$ cat src/esp_pkg.sv
// shared constants and types for the encoder servo position control block
package esp_pkg;

    // step range of the position counter
    localparam int STEP_LIMIT = 40;
    localparam int POS_W      = 6;
    localparam logic [POS_W-1:0] POS_MAX    = POS_W'(STEP_LIMIT);
    localparam logic [POS_W-1:0] POS_CENTER = POS_W'(STEP_LIMIT / 2);

    // configuration register widths
    localparam int WIN_W   = 10;
    localparam int HOLD_W  = 13;
    localparam int ANGLE_W = 9;
    localparam int CFG_W   = 13;
    localparam int CFG_IDX_W = 3;

    // configuration reset values
    localparam logic [WIN_W-1:0]   CLK_WINDOW_RST    = WIN_W'(20);
    localparam logic [WIN_W-1:0]   SWITCH_WINDOW_RST = WIN_W'(50);
    localparam logic [WIN_W-1:0]   SETTLE_TICKS_RST  = WIN_W'(20);
    localparam logic [HOLD_W-1:0]  HOLD_TICKS_RST    = HOLD_W'(1200);
    localparam logic [ANGLE_W-1:0] SERVO_ANGLE_RST   = ANGLE_W'(180);

    // saturation tops of the tick counters
    localparam logic [WIN_W-1:0]  WIN_TOP  = '1;
    localparam logic [HOLD_W-1:0] HOLD_TOP = '1;

    // position times angle, then divide by the step limit via reciprocal
    localparam int PROD_W    = POS_W + ANGLE_W;
    localparam int DEG_W     = 9;
    localparam int DIV_SHIFT = PROD_W + $clog2(STEP_LIMIT);
    localparam longint DIV_RECIP = ((64'd1 << DIV_SHIFT) + STEP_LIMIT - 1) / STEP_LIMIT;
    localparam int RECIP_W   = $clog2(DIV_RECIP + 1);
    localparam int SCALED_W  = PROD_W + RECIP_W;

    // configuration register indexes
    typedef enum logic [CFG_IDX_W-1:0] {
        CFG_CLK_WINDOW       = 3'd0,
        CFG_SWITCH_WINDOW    = 3'd1,
        CFG_SETTLE_TICKS     = 3'd2,
        CFG_HOLD_TICKS       = 3'd3,
        CFG_FULL_SCALE_ANGLE = 3'd4
    } t_cfg_idx;

endpackage

$ cat src/encoder_servo_position_control.sv
// encoder servo position control top level
//
// Takes one sample tick of the encoder clock, direction and push-switch levels
// per cycle while o_stall is low and returns one result per tick through three
// registered stages before o_valid: the debounce, settle and hold logic and the
// position update run in the first stage, the position times full-scale angle
// product in the second, and the division by the step limit (a reciprocal
// multiply) in the output register. Up to three ticks are in flight, so input
// transfers continue while a result waits at the output; o_stall rises only
// when all three stages hold a result and i_stall is high. Configuration
// writes take effect at once and are meant for an idle block.
module encoder_servo_position_control (
    input  logic                          i_clk,
    input  logic                          i_rst_n,
    // configuration write port
    input  logic                          i_cfg_we,
    input  logic [esp_pkg::CFG_IDX_W-1:0] i_cfg_addr,
    input  logic [esp_pkg::CFG_W-1:0]     i_cfg_wdata,
    // input tick channel
    input  logic                          i_valid,
    output logic                          o_stall,
    input  logic                          i_clk_level,
    input  logic                          i_dir_level,
    input  logic                          i_switch_level,
    // result channel
    output logic                          o_valid,
    input  logic                          i_stall,
    output logic [esp_pkg::POS_W-1:0]     o_position,
    output logic [esp_pkg::DEG_W-1:0]     o_servo_degrees,
    output logic                          o_end_signal,
    output logic                          o_fine_mode_out,
    output logic                          o_moved
);
    import esp_pkg::*;

    // configuration registers
    logic [WIN_W-1:0]   r_cfg_clk_window;
    logic [WIN_W-1:0]   r_cfg_switch_window;
    logic [WIN_W-1:0]   r_cfg_settle_ticks;
    logic [HOLD_W-1:0]  r_cfg_hold_ticks;
    logic [ANGLE_W-1:0] r_cfg_full_scale_angle;

    // tick state
    logic               r_prev_clk, r_prev_switch;
    logic [WIN_W-1:0]   r_clk_elapsed, r_switch_elapsed, r_settle_count;
    logic               r_clk_seen, r_switch_seen, r_settle_pending;
    logic [HOLD_W-1:0]  r_hold_count;
    logic               r_hold_armed;
    logic [POS_W-1:0]   r_step_position;
    logic               r_fine_mode, r_end_flag;

    // next tick state
    logic               n_prev_clk, n_prev_switch;
    logic [WIN_W-1:0]   n_clk_elapsed, n_switch_elapsed, n_settle_count;
    logic               n_clk_seen, n_switch_seen, n_settle_pending;
    logic [HOLD_W-1:0]  n_hold_count;
    logic               n_hold_armed;
    logic [POS_W-1:0]   n_step_position;
    logic               n_fine_mode, n_end_flag, n_moved;

    // pipeline stages
    logic               r_s1_valid, r_s2_valid, r_o_valid;
    logic [POS_W-1:0]   r_s1_pos, r_s2_pos, r_o_pos;
    logic               r_s1_end, r_s2_end, r_o_end;
    logic               r_s1_fine, r_s2_fine, r_o_fine;
    logic               r_s1_moved, r_s2_moved, r_o_moved;
    logic [PROD_W-1:0]  r_s2_prod;
    logic [DEG_W-1:0]   r_o_deg;

    logic               w_o_ready, w_s2_ready, w_s1_ready, w_in_xfer;
    logic [SCALED_W-1:0] w_scaled;

    // stage ready chain
    assign w_o_ready  = !r_o_valid || !i_stall;
    assign w_s2_ready = !r_s2_valid || w_o_ready;
    assign w_s1_ready = !r_s1_valid || w_s2_ready;
    assign o_stall    = !w_s1_ready;
    assign w_in_xfer  = i_valid && w_s1_ready;

    // configuration writes
    always_ff @(posedge i_clk) begin
        if (!i_rst_n) begin
            r_cfg_clk_window       <= CLK_WINDOW_RST;
            r_cfg_switch_window    <= SWITCH_WINDOW_RST;
            r_cfg_settle_ticks     <= SETTLE_TICKS_RST;
            r_cfg_hold_ticks       <= HOLD_TICKS_RST;
            r_cfg_full_scale_angle <= SERVO_ANGLE_RST;
        end else if (i_cfg_we) begin
            unique case (t_cfg_idx'(i_cfg_addr))
                CFG_CLK_WINDOW:       r_cfg_clk_window       <= i_cfg_wdata[WIN_W-1:0];
                CFG_SWITCH_WINDOW:    r_cfg_switch_window    <= i_cfg_wdata[WIN_W-1:0];
                CFG_SETTLE_TICKS:     r_cfg_settle_ticks     <= i_cfg_wdata[WIN_W-1:0];
                CFG_HOLD_TICKS:       r_cfg_hold_ticks       <= i_cfg_wdata[HOLD_W-1:0];
                CFG_FULL_SCALE_ANGLE: r_cfg_full_scale_angle <= i_cfg_wdata[ANGLE_W-1:0];
                default: ;
            endcase
        end
    end

    // one tick of debounce, settle, step and hold logic
    always_comb begin
        logic [POS_W:0] v_sum;
        logic [POS_W-1:0] v_step;

        n_clk_elapsed    = (r_clk_elapsed < WIN_TOP) ? r_clk_elapsed + 1'b1 : WIN_TOP;
        n_switch_elapsed = (r_switch_elapsed < WIN_TOP) ? r_switch_elapsed + 1'b1 : WIN_TOP;
        n_settle_count   = r_settle_count;
        if (r_settle_pending && r_settle_count < WIN_TOP) begin
            n_settle_count = r_settle_count + 1'b1;
        end
        n_hold_count     = r_hold_count;
        if (r_hold_armed && r_hold_count < HOLD_TOP) begin
            n_hold_count = r_hold_count + 1'b1;
        end
        n_clk_seen       = r_clk_seen;
        n_switch_seen    = r_switch_seen;
        n_settle_pending = r_settle_pending;
        n_hold_armed     = r_hold_armed;
        n_step_position  = r_step_position;
        n_fine_mode      = r_fine_mode;
        n_end_flag       = r_end_flag;
        n_moved          = 1'b0;
        n_prev_clk       = i_clk_level;
        n_prev_switch    = i_switch_level;
        v_step           = r_fine_mode ? POS_W'(1) : POS_W'(2);

        // settle check of a pending press
        if (r_settle_pending && n_settle_count >= r_cfg_settle_ticks) begin
            n_settle_pending = 1'b0;
            if (!i_switch_level) begin
                n_switch_seen    = 1'b1;
                n_switch_elapsed = n_settle_count;
                n_fine_mode      = !r_fine_mode;
                n_hold_armed     = 1'b1;
                n_hold_count     = '0;
            end
        end

        // encoder clock edge, falling edge steps the position
        v_step = n_fine_mode ? POS_W'(1) : POS_W'(2);
        v_sum  = {1'b0, r_step_position} + {1'b0, v_step};
        if (i_clk_level != r_prev_clk &&
            (!r_clk_seen || n_clk_elapsed >= r_cfg_clk_window)) begin
            n_clk_seen    = 1'b1;
            n_clk_elapsed = '0;
            if (!i_clk_level) begin
                if (i_dir_level) begin
                    n_step_position = (r_step_position > v_step) ?
                                      r_step_position - v_step : '0;
                end else begin
                    n_step_position = (v_sum < {1'b0, POS_MAX}) ? v_sum[POS_W-1:0] : POS_MAX;
                end
                n_moved = 1'b1;
            end
        end

        // switch press edge starts a settle check
        if (r_prev_switch && !i_switch_level && !n_settle_pending) begin
            if (!n_switch_seen || n_switch_elapsed >= r_cfg_switch_window) begin
                n_settle_pending = 1'b1;
                n_settle_count   = '0;
            end
        end

        // long press re-centres
        if (n_hold_armed && n_hold_count >= r_cfg_hold_ticks) begin
            n_hold_armed = 1'b0;
            if (!i_switch_level) begin
                n_step_position = POS_CENTER;
                n_moved         = 1'b1;
            end
        end

        if (n_moved) begin
            n_end_flag = (n_step_position == '0) || (n_step_position == POS_MAX);
        end
    end

    // tick state update on input transfer
    always_ff @(posedge i_clk) begin
        if (!i_rst_n) begin
            r_prev_clk       <= 1'b1;
            r_prev_switch    <= 1'b1;
            r_clk_elapsed    <= '0;
            r_clk_seen       <= 1'b0;
            r_switch_elapsed <= '0;
            r_switch_seen    <= 1'b0;
            r_settle_count   <= '0;
            r_settle_pending <= 1'b0;
            r_hold_count     <= '0;
            r_hold_armed     <= 1'b0;
            r_step_position  <= '0;
            r_fine_mode      <= 1'b0;
            r_end_flag       <= 1'b1;
        end else if (w_in_xfer) begin
            r_prev_clk       <= n_prev_clk;
            r_prev_switch    <= n_prev_switch;
            r_clk_elapsed    <= n_clk_elapsed;
            r_clk_seen       <= n_clk_seen;
            r_switch_elapsed <= n_switch_elapsed;
            r_switch_seen    <= n_switch_seen;
            r_settle_count   <= n_settle_count;
            r_settle_pending <= n_settle_pending;
            r_hold_count     <= n_hold_count;
            r_hold_armed     <= n_hold_armed;
            r_step_position  <= n_step_position;
            r_fine_mode      <= n_fine_mode;
            r_end_flag       <= n_end_flag;
        end
    end

    // pipeline valid bits
    always_ff @(posedge i_clk) begin
        if (!i_rst_n) begin
            r_s1_valid <= 1'b0;
            r_s2_valid <= 1'b0;
            r_o_valid  <= 1'b0;
        end else begin
            if (w_s1_ready) begin
                r_s1_valid <= w_in_xfer;
            end
            if (w_s2_ready) begin
                r_s2_valid <= r_s1_valid;
            end
            if (w_o_ready) begin
                r_o_valid <= r_s2_valid;
            end
        end
    end

    // reciprocal multiply for the division by the step limit
    assign w_scaled = SCALED_W'(r_s2_prod) * SCALED_W'(DIV_RECIP);

    // pipeline payload
    always_ff @(posedge i_clk) begin
        if (w_in_xfer) begin
            r_s1_pos   <= n_step_position;
            r_s1_end   <= n_end_flag;
            r_s1_fine  <= n_fine_mode;
            r_s1_moved <= n_moved;
        end
        if (w_s2_ready && r_s1_valid) begin
            r_s2_pos   <= r_s1_pos;
            r_s2_end   <= r_s1_end;
            r_s2_fine  <= r_s1_fine;
            r_s2_moved <= r_s1_moved;
            r_s2_prod  <= PROD_W'(r_s1_pos) * PROD_W'(r_cfg_full_scale_angle);
        end
        if (w_o_ready && r_s2_valid) begin
            r_o_pos   <= r_s2_pos;
            r_o_end   <= r_s2_end;
            r_o_fine  <= r_s2_fine;
            r_o_moved <= r_s2_moved;
            r_o_deg   <= w_scaled[DIV_SHIFT +: DEG_W];
        end
    end

    // result ports
    assign o_valid         = r_o_valid;
    assign o_position      = r_o_pos;
    assign o_servo_degrees = r_o_deg;
    assign o_end_signal    = r_o_end;
    assign o_fine_mode_out = r_o_fine;
    assign o_moved         = r_o_moved;

    // position never leaves the step range
    a_pos_range: assert property (@(posedge i_clk) disable iff (!i_rst_n)
        o_valid |-> (o_position <= POS_MAX))
        else $error("position beyond step limit");

    // a move refreshes the end flag from the new position
    a_end_on_move: assert property (@(posedge i_clk) disable iff (!i_rst_n)
        (o_valid && o_moved) |->
            (o_end_signal == ((o_position == '0) || (o_position == POS_MAX))))
        else $error("end flag does not match moved position");

    // servo angle stays within the configured maximum
    a_deg_range: assert property (@(posedge i_clk) disable iff (!i_rst_n)
        o_valid |-> (o_servo_degrees <= r_cfg_full_scale_angle))
        else $error("servo angle above maximum");

endmodule

$ cat config.mk
export PLATFORM = sky130hd
export DESIGN_NAME = encoder_servo_position_control
export DESIGN_NICKNAME = d
export VERILOG_FILES = /design/src/esp_pkg.sv /design/src/encoder_servo_position_control.sv
export SDC_FILE = /design/constraint.sdc
export NUM_CORES = 1
export LEC_CHECK = 0
export BUFFER_PORTS_ARGS = -buffer_cell sky130_fd_sc_hd__clkbuf_2
export CORE_AREA = 2 2 174 176
export DETAILED_ROUTE_END_ITERATION = 8
export DIE_AREA = 0 0 176 178
export MAX_ROUTING_LAYER = met4
export SLEW_MARGIN = 20
export SYNTH_ARGS = -nofsm -noshare
export SYNTH_HDL_FRONTEND = slang
export SYNTH_SLANG_ARGS = --single-unit
$ cat constraint.sdc
create_clock -name i_clk -period 5.3 [get_ports i_clk]
set_input_delay 0.53 -clock i_clk [delete_from_list [all_inputs] [get_ports i_clk]]
set_output_delay 0.53 -clock i_clk [all_outputs]
set_load 0.1 [all_outputs]
* After elaboration in Yosys (flattened, before gate mapping)
Index checks and enable logic that the tools add are counted.
** Word-level totals
- Bits in registers :: 163
- Latch bits :: 0
- Memory bits (writable) :: 0
- ROM bits :: 0
- Bits of input ports :: 24
- Output and inout bits :: 20
- Word-level logic and storage cells :: 127
- Memories kept :: 0
** Cells by class
- Add/subtract/negate cells :: 6
- Multiply operators :: 2
- Divide/modulo/power cells :: 0
- $lt $le $gt $ge :: 10
- Equality and inequality tests :: 6
- Shifts and indexed selects :: 0
- Multiplexer cells :: 34
- Bitwise logic cells :: 0
- Reductions and logical operators :: 34
** Operator list (count)
- 2-to-1 mux 10 bit :: 8
- 2-to-1 mux 6 bit :: 7
- 2-to-1 mux 13 bit :: 3
- adder 10 x 1 -> 10 bit, second input constant :: 3
- >= comparator 10 bit :: 3
- less-than comparator 10 bit, second input constant :: 3
- multiplier 15 x 16 -> 30 bit, second input constant :: 1
- multiplier 6 x 9 -> 15 bit :: 1
- 2-to-1 mux 1 bit :: 15
- adder 13 x 1 -> 13 bit, second input constant :: 1
- >= comparator 13 bit :: 1
- less-than comparator 13 bit, second input constant :: 1
- AND reduction 2 bit :: 6
- logical AND 1 bit :: 10
- logical NOT 1 bit :: 10
- adder 6 x 2 -> 7 bit :: 1
- less-than comparator 7 x 6 -> 1 bit, second input constant :: 1
- equality test 3 x 2 -> 1 bit, second input constant :: 2
- equality test 6 bit, second input constant :: 1
- greater-than comparator 6 x 2 -> 1 bit :: 1
- logical NOT 6 bit :: 1
- logical OR 1 bit :: 6
- subtractor 6 x 2 -> 6 bit :: 1
- equality test 3 x 1 -> 1 bit, second input constant :: 1
- 4 further kinds :: 4

* Logic depth before layout (Yosys ltp)
- Depth in word-level cells :: 18
- Depth in mapped cells :: 25
- Mapped depth without buffers :: 23

* Worst setup path before layout
Ideal clock, no wire load.
- Path type :: flip-flop to flip-flop
- Start :: reg r_settle_count[0]
- End :: reg r_s1_end, data pin
- Setup time :: 0.265 ns
- Data arrival time :: 5.183 ns
- Setup slack :: -0.148 ns
- Cell stages (with the launch flop) :: 26
- Buffers on the path :: 2
- Period minus slack after synthesis :: 5.448 ns
- Path through :: dfxtp_1 -> ha_1 -> nand3_1 -> o21a_1 -> nand4_1 -> nor2_1 -> xor2_1 -> ha_1 -> and3_1 -> a221oi_2 -> o211a_1 -> nor2_1 -> buf_1 -> clkbuf_1 -> xnor2_1 -> inv_1 -> ha_1 -> fa_1 -> inv_1 -> nand2_1 -> mux2_2 -> nor2_1 -> o31ai_1 -> a22oi_1 -> xor2_1 -> o21ai_0
** Between the ends
- Word-level cells in the longest chain between the ends :: 18
- Elaborated cells on any way between the ends :: 28
** Ends and longest elaborated chain
- start, declared :: line encoder_servo_position_control.sv:45 : logic [WIN_W-1:0] r_clk_elapsed, r_switch_elapsed, r_settle_count;
- start signal, assigned :: line encoder_servo_position_control.sv:202 : r_settle_count <= n_settle_count;
- less-than comparator 10 bit :: line encoder_servo_position_control.sv:108 : if (r_settle_pending && r_settle_count < WIN_TOP) begin
- logical AND 1 bit :: line encoder_servo_position_control.sv:108
- 2-to-1 mux 10 bit (*) :: line encoder_servo_position_control.sv:108
- >= comparator 10 bit (*) :: line encoder_servo_position_control.sv:128 : if (r_settle_pending && n_settle_count >= r_cfg_settle_ticks) begin
- logical AND 1 bit (*) :: line encoder_servo_position_control.sv:128
- 2-to-1 mux 1 bit (*) :: line encoder_servo_position_control.sv:128
- net n_fine_mode :: line encoder_servo_position_control.sv:59 : logic n_fine_mode, n_end_flag, n_moved;
- 2-to-1 mux 2 bit (*) :: line encoder_servo_position_control.sv:140 : v_step = n_fine_mode ? POS_W'(1) : POS_W'(2);
- [... 4 more ...]
- 2-to-1 mux 6 bit (*) :: line encoder_servo_position_control.sv:146 : if (!i_clk_level) begin
- 2-to-1 mux 6 bit (*) :: line encoder_servo_position_control.sv:142 : if (i_clk_level != r_prev_clk &&
- 2-to-1 mux 6 bit :: line encoder_servo_position_control.sv:168 : if (!i_switch_level) begin
- 2-to-1 mux 6 bit (*) :: line encoder_servo_position_control.sv:166 : if (n_hold_armed && n_hold_count >= r_cfg_hold_ticks) begin
- equality test 6 bit / logical NOT 6 bit (equally long branches) :: line encoder_servo_position_control.sv:175 : n_end_flag = (n_step_position == '0) || (n_step_position == POS_MAX);
- logical OR 1 bit (*) :: line encoder_servo_position_control.sv:175
- 2-to-1 mux 1 bit (*) :: line encoder_servo_position_control.sv:174 : if (n_moved) begin
- net n_end_flag :: line encoder_servo_position_control.sv:59
- end signal, assigned :: line encoder_servo_position_control.sv:238 : r_s1_end <= n_end_flag;
- end, declared :: line encoder_servo_position_control.sv:64 : logic r_s1_end, r_s2_end, r_o_end;
The timed path passes the listed nets; every way through them passes the cells marked *.
A chain may end at the register's enable or synchronous reset.

* Worst setup path after layout
- Start :: reg r_s2_prod[5]
- End :: reg r_o_deg[8] (netlist: o_servo_degrees[8]), data pin
** Between the ends
- Word-level cells in the longest chain between the ends :: 1
** Ends and longest elaborated chain
- start, declared :: line encoder_servo_position_control.sv:67 : logic [PROD_W-1:0] r_s2_prod;
- start signal, assigned :: line encoder_servo_position_control.sv:247 : r_s2_prod <= PROD_W'(r_s1_pos) * PROD_W'(r_cfg_full_scale_angle);
- multiplier 15 x 16 -> 30 bit :: line encoder_servo_position_control.sv:232 : assign w_scaled = SCALED_W'(r_s2_prod) * SCALED_W'(DIV_RECIP);
- net w_scaled[29] :: line encoder_servo_position_control.sv:71 : logic [SCALED_W-1:0] w_scaled;
- end signal, assigned :: line encoder_servo_position_control.sv:254 : r_o_deg <= w_scaled[DIV_SHIFT +: DEG_W];
- end, declared :: line encoder_servo_position_control.sv:68 : logic [DEG_W-1:0] r_o_deg;
The timed path passes the listed nets, and every way through them passes these cells.

==> impl_metrics.tcl <==
set metrics [dict create \
    cp_cell_sequence "ha_1, inv_2, fa_1, inv_2, fa_1, inv_2, fa_2, fa_1, fa_1, ha_4, o211ai_1, o21ai_1, or2_4, a41o_1, nand3_2, nand2_2, o41ai_2, xnor2_1" \
    cp_data_arrival_time_ns 5.49 \
    setup.worst_path.end "o_servo_degrees[8]" \
    cts_max_level 4 \
    dieArea_mm2 0.0313 \
    powerDensity_mw_per_mm2 711 \
    hpwlAfterDp_mm 23.3 \
    num_vias 10000 \
    netlist.area_leader.share_pct 17.5 \
    routabilityCongestion 0.876 \
    drcViolationCount 0 \
    cap_violations 0 \
    violations "negative setup slack" \
    critical_path.endpoint_type "flip-flop" \
    route.final.wire_length_mm 30.0 \
    io_buffer_count 43 \
    final_skew_ns 0.0172 \
    initial_core_util_pct 44.4 \
    grt_pass1_wl_mm 49.5 \
    final_number_of_max_transition_violations 0 \
    timing.critical_path.mode_cell "sky130_fd_sc_hd__fa_1" \
    ir_worst_vdd_mv 0.976 \
    detailed_place.area_mm2 0.0142 \
    layout_commonest_cell "sky130_fd_sc_hd__nand2_1" \
    critical_r2r_launch "r_s2_prod[5]" \
    die_y_um 178 \
    rr_endpoint "o_servo_degrees[8]" \
    clock_input_transition_at_the_sequential_cells_of_the_worst_setup_and_hold_paths_ns 0.07 \
    leading_cell_types_in_the_layout_fill_and_taps_excluded "sky130_fd_sc_hd__nand2_1 (203), sky130_fd_sc_hd__inv_1 (181), sky130_fd_sc_hd__ha_1 (171)" \
    critical_path.startpoint_type "flip-flop" \
    place_inst 1893 \
    worst_r2r_path_depth 18 \
    drtIter0Drc 442 \
    flow.area_growth_from_synthesis_pct 15.8 \
    critPathMaxStageDelay_ns 0.60 \
    layout.cell_area.non_filler_mm2 0.0151 \
    setup-tns-final_ns -0.0210 \
    critical_setup_path_class "reg -> reg" \
    vias_per_std_cell 5.20 \
    timing.fmax_mhz 188 \
    synth.ff_latch_count 163 \
    synth-main-ff-cell "sky130_fd_sc_hd__dfxtp_1" \
    timing.critical_path.buf_inv 3 \
    syn_area_per_cell_um2 9.17 \
    synth_top_area_cell "sky130_fd_sc_hd__ha_1" \
    total_leakage_power_nw 7.01 \
    syn-num-nets 1722 \
    final_worst_setup_slack_ns -0.0210 \
    clock_tree_from_tritoncts "yes" \
    ctsLongestPathBuffers 2 \
    nNetsFinal 1827 \
    grt_setup_unrepaired "true" \
    worst_path_max_delay_cell "sky130_fd_sc_hd__fa_1" \
    clkLatencyLatePin_ns 0.43 \
    pre_cts_slack_ns -0.180 \
    final-instance-count-excl-fill 1933 \
    ratio_of_cells_with_drive_above_1_in_the_final_layout_pct 16.4 \
    detailedRoute.firstPassIterationCount 8 \
    post-route-min-period_ns 5.32 \
    first_global_vias 10000 \
    row_count 63 \
    finalHoldViolCount 0 \
    finalSetupViolations 1 \
    cts_root_buffer "sky130_fd_sc_hd__clkbuf_16" \
    grt-ovfl-total 0 \
    min_period_over_period_pct 100 \
    cts_stage_hold_buffer_count 0 \
    async_flop_share_pct 0 \
    synthesis.instances 1425 \
    synth.yosys.seq_area_share_pct 28.9 \
    n_antenna_cell 0 \
    synth_warnings 0 \
    track_usage_pct 20.5 \
    relSlewSlack_pct 44.8 \
    syn-cell-area_mm2 0.0131 \
    chipWidth_um 176 \
    report.power.total_mw 10.8 \
    hold_class "in -> reg" \
    worst_ep_required_time_ns 5.47 \
    placeableCoreArea_mm2 0.0294 \
    grt_start_max_net_pins 53 \
    crit_family "adder cells" \
    utilization_after_layout_pct 51.4 \
    holdWs_ns 0.319 \
    transition_time_at_the_pin_with_the_least_slew_margin_ns 0.822 \
    worst-path-max-fanout 3 \
    cts_sinks 163 \
    yosysUniqueCellTypes 78 \
    cts-buffers-inserted 17 \
    synth_edf_count 51 \
    ys_top_cells_by_area "sky130_fd_sc_hd__ha_1 (18%), sky130_fd_sc_hd__dfxtp_1 (17%), sky130_fd_sc_hd__fa_1 (14%), sky130_fd_sc_hd__edfxtp_1 (12%), sky130_fd_sc_hd__nand2_1 (5.9%)" \
    worst_setup_path_startpoint "r_s2_prod[5]" \
    critical_path_depth 18 \
    drt.antenna.violating_nets 0 \
    ioPinCount 44 \
    outcome "finished with violations" \
    number_of_antenna_violations_at_the_first_check_in_global_routing 0 \
    avgRoutedWirePerCell_um 15.5 \
    worst-r2r-setup-slack_ns -0.02 \
]
tightest hold or removal path: stages:
cell and delay (ns):
sky130_fd_sc_hd__clkbuf_2 0.08, sky130_fd_sc_hd__nand2_1 0.04, sky130_fd_sc_hd__a21oi_1 0.05
synth_stat cells (all sizes together), types with 8 or more instances:
master	number
xnor2	31
clkbuf	35
nand3	31
a21oi	96
or3	13
inv	190
and3	19
o211ai	17
edfxtp	51
a32o	10
and2	22
xor2	25
dfxtp	112
fa	90
or2	10
o21ai	35
nor2b	10
a22oi	13
mux2	11
nor3	19
buf	10
ha	183
nor2	71
a21o	12
nand4	13
nand2b	10
o21a	8
nand2	205
cell families after synthesis:
logic type,share of synthesized area (%)
buffers and inverters,7.01
xor gates and xnor gates,3.75
and+or+nand+nor,15.5
muxes,1.25
adders and majority gates,31.3
DFF,28.9
AOI/OAI and AO/OA,12.3
state kept, by name (all words and copies together), names as in the netlist, 9 cells and up:
name and cells:
r_switch_elapsed 10, r_cfg_hold_ticks 13, r_clk_elapsed 10, r_s2_prod 15
o_servo_degrees 9, r_cfg_settle_ticks 10, r_cfg_full_scale_angle 9, r_hold_count 13
r_cfg_clk_window 10, r_settle_count 10, r_cfg_switch_window 10
power breakdown:
part           internal [mW]  leakage [nW]  switching [mW]
clock network          0.723         0.298           0.549
registers               1.57          1.39          0.0592
logic                   3.73          5.32            4.11
area by class of cell:
class                   count  area (µm²)
fillers                  2687       14300
multi-input cells        1026        8650
flip-flops and latches    163        3770
repair buffers            131         883
inverters                 191         717
well taps                 390         488
clock buffers              18         439
clock inverters            14         173
per-layer routing:
layer  track usage (%)  vias to the layer above  wire (µm)
met4              5.03                        0        432
met2              32.8                      170      13900
met5                 -                        -          0
met3              3.03                       36       1010
li1                  -                     5032          -
met1              27.6                     4808      14700
how the worst min path moves through the flow:
| stage | end | slack [ns] | start | depth (start not counted) |
|---|---|---|---|---|
| after floorplan | o_end_signal | 0.40 | r_s2_end | 0 |
| after global placement | r_s2_end | 0.40 | r_s1_end | 0 |
| after detailed placement | o_moved | 0.40 | r_s2_moved | 0 |
| after CTS | r_cfg_hold_ticks[12] | 0.30 | i_cfg_wdata[12] | 3 |
| after global routing | r_cfg_hold_ticks[12] | 0.31 | i_cfg_wdata[12] | 3 |
| final | r_cfg_hold_ticks[12] | 0.32 | i_cfg_wdata[12] | 3 |
what timing repair did:
item	in CTS	in global routing
gates cloned	0	0
pin swaps	4	49
buffers inserted	3	5
resized for setup	13	47
setup endpoints to repair	6	13
(Power assumes the default switching activity.)
